File: config.mk
export PLATFORM = sky130hd
export DESIGN_NAME = mtwg_ctrl
export DESIGN_NICKNAME = d
export VERILOG_FILES = /design/src/hdl/mtwg_pkg.sv /design/src/hdl/mtwg_ctrl.sv
export SDC_FILE = /design/constraint.sdc
export NUM_CORES = 1
export LEC_CHECK = 0
export BUFFER_PORTS_ARGS = -buffer_cell sky130_fd_sc_hd__buf_2
export CAP_MARGIN = 25
export CORE_AREA = 2 2 39 41
export CTS_CLUSTER_SIZE = 40
export DETAILED_ROUTE_END_ITERATION = 12
export DIE_AREA = 0 0 41 43
export PLACE_DENSITY = 0.63
export SLEW_MARGIN = 20
export SYNTH_ARGS = -nofsm -noshare
export SYNTH_HDL_FRONTEND = slang
export SYNTH_SLANG_ARGS = --single-unit
File: constraint.sdc
create_clock -name clk -period 1.81 [get_ports clk]
set_input_delay 0.181 -clock clk [delete_from_list [all_inputs] [get_ports clk]]
set_output_delay 0.181 -clock clk [all_outputs]
set_load 0.005 [all_outputs]
File: src/hdl/mtwg_pkg.sv
// Shared constants, payload types and control types of the MT19937 word generator.
package mtwg_pkg;

    // Generator geometry
    localparam int unsigned STATE_WORDS    = 624;
    localparam int unsigned SHIFT_DISTANCE = 397;
    localparam int unsigned FAR_WRAP       = STATE_WORDS - SHIFT_DISTANCE;
    localparam int unsigned ADDR_W         = $clog2(STATE_WORDS);
    localparam int unsigned POS_W          = $clog2(STATE_WORDS + 1);
    localparam int unsigned WORD_W         = 32;
    localparam int unsigned HALF_W         = WORD_W / 2;

    // Arithmetic constants
    localparam logic [WORD_W-1:0] LCG_MUL   = 32'h0001_0dcd;
    localparam logic [WORD_W-1:0] TWIST_MAG = 32'h9908_b0df;
    localparam logic [WORD_W-1:0] HIGH_BIT  = 32'h8000_0000;
    localparam logic [WORD_W-1:0] LOW_BITS  = 32'h7fff_ffff;
    localparam logic [WORD_W-1:0] TEMPER_B  = 32'h9d2c_5680;
    localparam logic [WORD_W-1:0] TEMPER_C  = 32'hefc6_0000;

    // Request codes
    typedef enum logic {
        ACT_NEXT   = 1'b0,
        ACT_RESEED = 1'b1
    } action_t;

    // Channel payloads
    typedef struct packed {
        action_t             action;
        logic [WORD_W-1:0]   seed_value;
    } req_t;

    typedef struct packed {
        logic [WORD_W-1:0]   random_word;
        logic                not_seeded;
    } rsp_t;

    // Controller states
    typedef enum logic [3:0] {
        ST_IDLE,
        ST_SEED_HI,
        ST_SEED_LO,
        ST_TW_FIRST,
        ST_TW_CARRY,
        ST_TW_RD,
        ST_TW_WR,
        ST_TW_DONE,
        ST_RD_ISSUE,
        ST_RD_OUT,
        ST_NS_OUT
    } state_t;

    // Commands from the controller to the datapath
    typedef struct packed {
        logic x_load;
        logic x_step;
        logic hi_load;
        logic seed_write;
        logic k_clear;
        logic k_inc;
        logic rd_first;
        logic rd_twist;
        logic carry_load;
        logic twist_write;
        logic pos_clear;
        logic pos_inc;
        logic seeded_set;
        logic out_load_word;
        logic out_load_ns;
    } cmd_t;

    // Status from the datapath to the controller
    typedef struct packed {
        logic k_last;
        logic pos_full;
        logic seeded;
        logic out_free;
    } stat_t;

endpackage

File: src/hdl/mtwg_ctrl.sv
// Controller state machine: sequences seeding, twisting and word reads.
module mtwg_ctrl (
    input  logic              clk,
    input  logic              rst_n,
    input  logic              in_valid,
    input  mtwg_pkg::action_t in_action,
    output logic              in_ready,
    input  mtwg_pkg::stat_t   stat,
    output mtwg_pkg::cmd_t    cmd
);

    import mtwg_pkg::*;

    state_t state_reg;
    state_t state_next;
    logic   from_next_reg;
    logic   from_next_next;

    // State registers
    always_ff @(posedge clk or negedge rst_n)
    begin
        if (!rst_n)
        begin
            state_reg     <= ST_IDLE;
            from_next_reg <= 1'b0;
        end
        else
        begin
            state_reg     <= state_next;
            from_next_reg <= from_next_next;
        end
    end

    // Next-state logic
    always_comb
    begin
        state_next     = state_reg;
        from_next_next = from_next_reg;
        case (state_reg)
            ST_IDLE:
            begin
                if (in_valid)
                begin
                    if (in_action == ACT_RESEED)
                    begin
                        state_next     = ST_SEED_HI;
                        from_next_next = 1'b0;
                    end
                    else if (!stat.seeded)
                    begin
                        state_next = ST_NS_OUT;
                    end
                    else if (stat.pos_full)
                    begin
                        state_next     = ST_TW_FIRST;
                        from_next_next = 1'b1;
                    end
                    else
                    begin
                        state_next = ST_RD_ISSUE;
                    end
                end
            end
            ST_SEED_HI:
            begin
                state_next = ST_SEED_LO;
            end
            ST_SEED_LO:
            begin
                state_next = stat.k_last ? ST_TW_FIRST : ST_SEED_HI;
            end
            ST_TW_FIRST:
            begin
                state_next = ST_TW_CARRY;
            end
            ST_TW_CARRY:
            begin
                state_next = ST_TW_WR;
            end
            ST_TW_RD:
            begin
                state_next = ST_TW_WR;
            end
            ST_TW_WR:
            begin
                state_next = stat.k_last ? ST_TW_DONE : ST_TW_RD;
            end
            ST_TW_DONE:
            begin
                state_next = from_next_reg ? ST_RD_ISSUE : ST_IDLE;
            end
            ST_RD_ISSUE:
            begin
                state_next = ST_RD_OUT;
            end
            ST_RD_OUT:
            begin
                if (stat.out_free)
                begin
                    state_next = ST_IDLE;
                end
            end
            ST_NS_OUT:
            begin
                if (stat.out_free)
                begin
                    state_next = ST_IDLE;
                end
            end
            default:
            begin
                state_next = ST_IDLE;
            end
        endcase
    end

    // Command outputs
    always_comb
    begin
        cmd      = '0;
        in_ready = 1'b0;
        case (state_reg)
            ST_IDLE:
            begin
                in_ready = 1'b1;
                if (in_valid)
                begin
                    if (in_action == ACT_RESEED)
                    begin
                        cmd.x_load  = 1'b1;
                        cmd.k_clear = 1'b1;
                    end
                    else if (stat.seeded && stat.pos_full)
                    begin
                        cmd.k_clear = 1'b1;
                    end
                end
            end
            ST_SEED_HI:
            begin
                cmd.hi_load = 1'b1;
                cmd.x_step  = 1'b1;
            end
            ST_SEED_LO:
            begin
                cmd.seed_write = 1'b1;
                cmd.x_step     = 1'b1;
                cmd.k_clear    = stat.k_last;
                cmd.k_inc      = !stat.k_last;
            end
            ST_TW_FIRST:
            begin
                cmd.rd_first = 1'b1;
            end
            ST_TW_CARRY:
            begin
                cmd.carry_load = 1'b1;
                cmd.rd_twist   = 1'b1;
            end
            ST_TW_RD:
            begin
                cmd.rd_twist = 1'b1;
            end
            ST_TW_WR:
            begin
                cmd.twist_write = 1'b1;
                cmd.k_clear     = stat.k_last;
                cmd.k_inc       = !stat.k_last;
            end
            ST_TW_DONE:
            begin
                cmd.pos_clear  = 1'b1;
                cmd.seeded_set = !from_next_reg;
            end
            ST_RD_ISSUE:
            begin
                cmd = '0;
            end
            ST_RD_OUT:
            begin
                cmd.out_load_word = stat.out_free;
                cmd.pos_inc       = stat.out_free;
            end
            ST_NS_OUT:
            begin
                cmd.out_load_ns = stat.out_free;
            end
            default:
            begin
                cmd = '0;
            end
        endcase
    end

    // A reseed beat always starts the seeding sweep.
    a_reseed_starts_seeding: assert property (@(posedge clk) disable iff (!rst_n)
        (in_valid && in_ready && in_action == ACT_RESEED) |=> state_reg == ST_SEED_HI)
        else $error("reseed beat did not start seeding");

    // The twist that closes a seeding sweep leaves the generator seeded.
    a_seed_twist_sets_flag: assert property (@(posedge clk) disable iff (!rst_n)
        (state_reg == ST_TW_DONE && !from_next_reg) |=> stat.seeded)
        else $error("seeding finished without setting the seeded flag");

endmodule

==> metrics.md <==
| Metric | Value |
|---|---|
| Int Pwr | `just over 600 uW` |
| Combinational Power Share | `0.677` |
| Power share of the clock group | `0.114` |
| Total Wirelength | `1200 um` |
| Vias per inst | `slightly above 5` |
| Layout cells sized above 1 | `0.413` |
| Crit-path slowest cell | `or4_4` |
| Starting Density | `0.327` |
| Syn Nets | `71` |
| Least-Margin Pin Slew | `between 0.2 and 0.3 ns` |
| Power Total | `approximately 1.1 mW` |
| Final Hold Vio Count | `0` |
| Count of final setup violators | `0` |
| DP HPWL | `between 800 and 900 um` |
| Power Density | `around 1700 nW/um^2` |
| Die X | `about 40 um` |
| Skew-Pair Late Insertion Delay | `0.24 ns` |
| Pleak | `0.320 nW` |
| Final Max Slew Viols | `0` |
| Ant diodes | `0` |
| Clock period minus worst slack | `between 1.5 and 2 ns` |
| Nets@finish | `101` |
| Max Root-Sink Buffers | `2` |
| Outcome | `finished clean` |
| Critical Path End Type | `output pin` |
| F_max | `565 MHz` |
| DRT iter0 DRCs | `13` |
| CTS clk-pin slew, worst paths | `around 0.040 ns` |
| Post-Place Cell Area | `roughly 590 um^2` |
| CTS tree | `yes` |
| Total gr overflow | `0` |
| Sequential Power Share | `0.209` |
| Area Overhead vs Synth | `45.3%` |
| Largest register FFs | `4` |
| Final Cell Area | `about 660 um^2` |
| Die outline height | `approximately 43 um` |
| Syn Std Cell Area | `453 um^2` |
| PortBufs | `23` |
| Crit Path Max Fanout | `5` |
| Worst EP required | `1.63 ns` |
| Root Driver | `clkbuf_4` |
| Synth Register Bits | `5` |
| CP cell instances | `or4_4, inv_4, and3_4, buf_6` |
| Fin crit share | `0.977` |
| CP Data Arrival Time | `around 1.6 ns` |
| Pin count of the biggest net entering global routing | `12` |
| Die Footprint | `~1800 um^2` |
| Clock buffer count from CTS | `3` |
| Avg WL per Cell | `11.1 um` |
| # fillers | `157` |
| GRT Util Overall | `0.147` |
| Psw | `between 400 and 500 uW` |
| Rel. slew slack | `0.831` |
| Hold Path Class | `input port to register` |
| Max_cap viols | `0` |
| Clock skew | `just under 0.004 ns` |
| Synth cell types | `26` |
| H-tree depth | `1` |
| Drt first pass iters | `4` |
| CTS Sinks | `5` |
| Row count | `14` |
| Initial antenna violation count | `0` |
| DRC errors left | `0` |
| Routed Antenna Nets | `0` |
| Cells after Synth | `63` |
| Critical path class | `register to output pin` |
| RePlAce Congestion | `~0.83` |
| CP max stage delay | `a little under 0.6 ns` |
| Peak supply drop | `roughly 0.92 mV` |
| First-pass GRT wire length | `approximately 1800 um` |
| Syn avg cell area | `7.19 um^2` |
| Vias | `between 500 and 600` |
| Sequential-to-total area share from yosys stat | `0.276` |
| Yosys warns | `0` |
| CP Launch Type | `register` |
| Number of I/O pins | `24` |
| Sw Ratio | `0.447` |
| Vias in the first global route | `about 420` |
| Core area | `1380 um^2` |
-- power by group through the flow --
stage               combinational (mW)  sequential (mW)  clock, mW
floorplan                        0.479            0.204          0
global placement                 0.682            0.231          0
detailed placement               0.681            0.232          0
CTS                              0.687            0.231      0.133
global route                     0.829            0.239      0.140
finish                           0.738            0.228      0.125
-- cell families (layout without fill, tap and decap cells) --
logic type,Yosys count,after routing,share of synthesized area
buf+inv,7,36,0.0773
compound gates,16,16,0.218
flops,5,5,0.276
xor+xnor,1,1,0.0193
simple gates,34,34,0.409
-- path summary, 6_finish.rpt --
kind                                          start                         to  slack (ns)  cells past startpoint
min in group asynchronous                     rst_n   state_reg[0]$_DFFE_PN0P_        0.29                      2
setup / recovery           state_reg[2]$_DFFE_PN0P_                    cmd[14]        0.04                      4
hold / removal                             in_valid  from_next_reg$_DFFE_PN0P_        0.27                      3
hold reg to reg            state_reg[3]$_DFFE_PN0P_   state_reg[2]$_DFFE_PN0P_        0.55                      1
setup reg to reg           state_reg[2]$_DFFE_PN0P_   state_reg[1]$_DFFE_PN0P_        0.27                      3
max in group asynchronous                     rst_n   state_reg[3]$_DFFE_PN0P_        1.37                      2
-- worst max-delay path, delay by kind of cell, from the launching register on --
kind                   cells  cell delay (ns)
and+or+nand+nor            2             0.76
DFF                        1             0.40
buffers and inverters      2             0.19
-- final cells by class --
class	instances	area, um^2	area share
Inverter	2	10.0	0.0152
Multi-Input combinational cell	51	298	0.452
Sequential cell	5	128	0.194
Clock buffer	4	26.3	0.0399
Timing Repair Buffer	30	176	0.268
Tap cell	16	20.0	0.0304
-- synth_stat cells (all sizes together) --
cell / count / area [um^2]
nor2: 9 / 33.8
nor3: 9 / 50.1
dfrtp: 5 / 125
nand2b: 5 / 31.3
a21oi: 4 / 20.0
buf: 4 / 22.5
nand2: 4 / 15.0
o21ai: 4 / 20.0
a211oi: 2 / 15.0
a31oi: 2 / 12.5
o22ai: 2 / 12.5
or3b: 2 / 17.5
a32o: 1 / 10.0
and3: 1 / 6.26
clkbuf: 1 / 3.75
clkinv: 1 / 5.00
inv: 1 / 3.75
nand3b: 1 / 7.51
nor2b: 1 / 6.26
o2bb2ai: 1 / 8.76
or2: 1 / 6.26
or4: 1 / 11.3
xor2: 1 / 8.76
-- what timing repair did --
action,in CTS,in global routing
setup endpoints to repair,0,2
setup buffers,0,2
gates resized for setup,0,5
hold buffers,1,0
endpoints found under the hold margin,5,0
-- cell usage in the layout (no fill, tap or decap), drive strengths merged --
cell type and count:
nand2b 5, a21oi 4, or3b 2, dfrtp 5, and3 1, xor2 1
a31oi 2, or4 1, o22ai 2, nand2 4, o21ai 4, a32o 1
dlygate4sd3 1, buf 29, or2 1, a211oi 2, nor3 9, clkbuf 4
o2bb2ai 1, nor2 9, inv 2, nor2b 1, nand3b 1
-- layer usage --
metal / vias up / part of all wire / track usage
met5: - / 0 / 0
met4: 0 / 0 / 0.0800
met3: 0 / 0.060 / 0.0314
met2: 21 / 0.49 / 0.200
met1: 252 / 0.45 / 0.210
li1: 282 / - / -
-- per-stage QoR --
step	std cells	hold WS, ns	utilization	TNS, ns	setup slack [ns]
finish	108	0.275	0.476	0	0.0416
global route	108	0.272	0.476	-0.0116	-0.0107
CTS	106	0.260	0.454	0	0.0300
detailed placement	101	-0.000539	0.428	0	0.303
global placement	101	0.000669	0.428	0	0.305
floorplan	63	-0.115	-	0	0.437
Note: power is estimated with default switching activity, not from simulation.
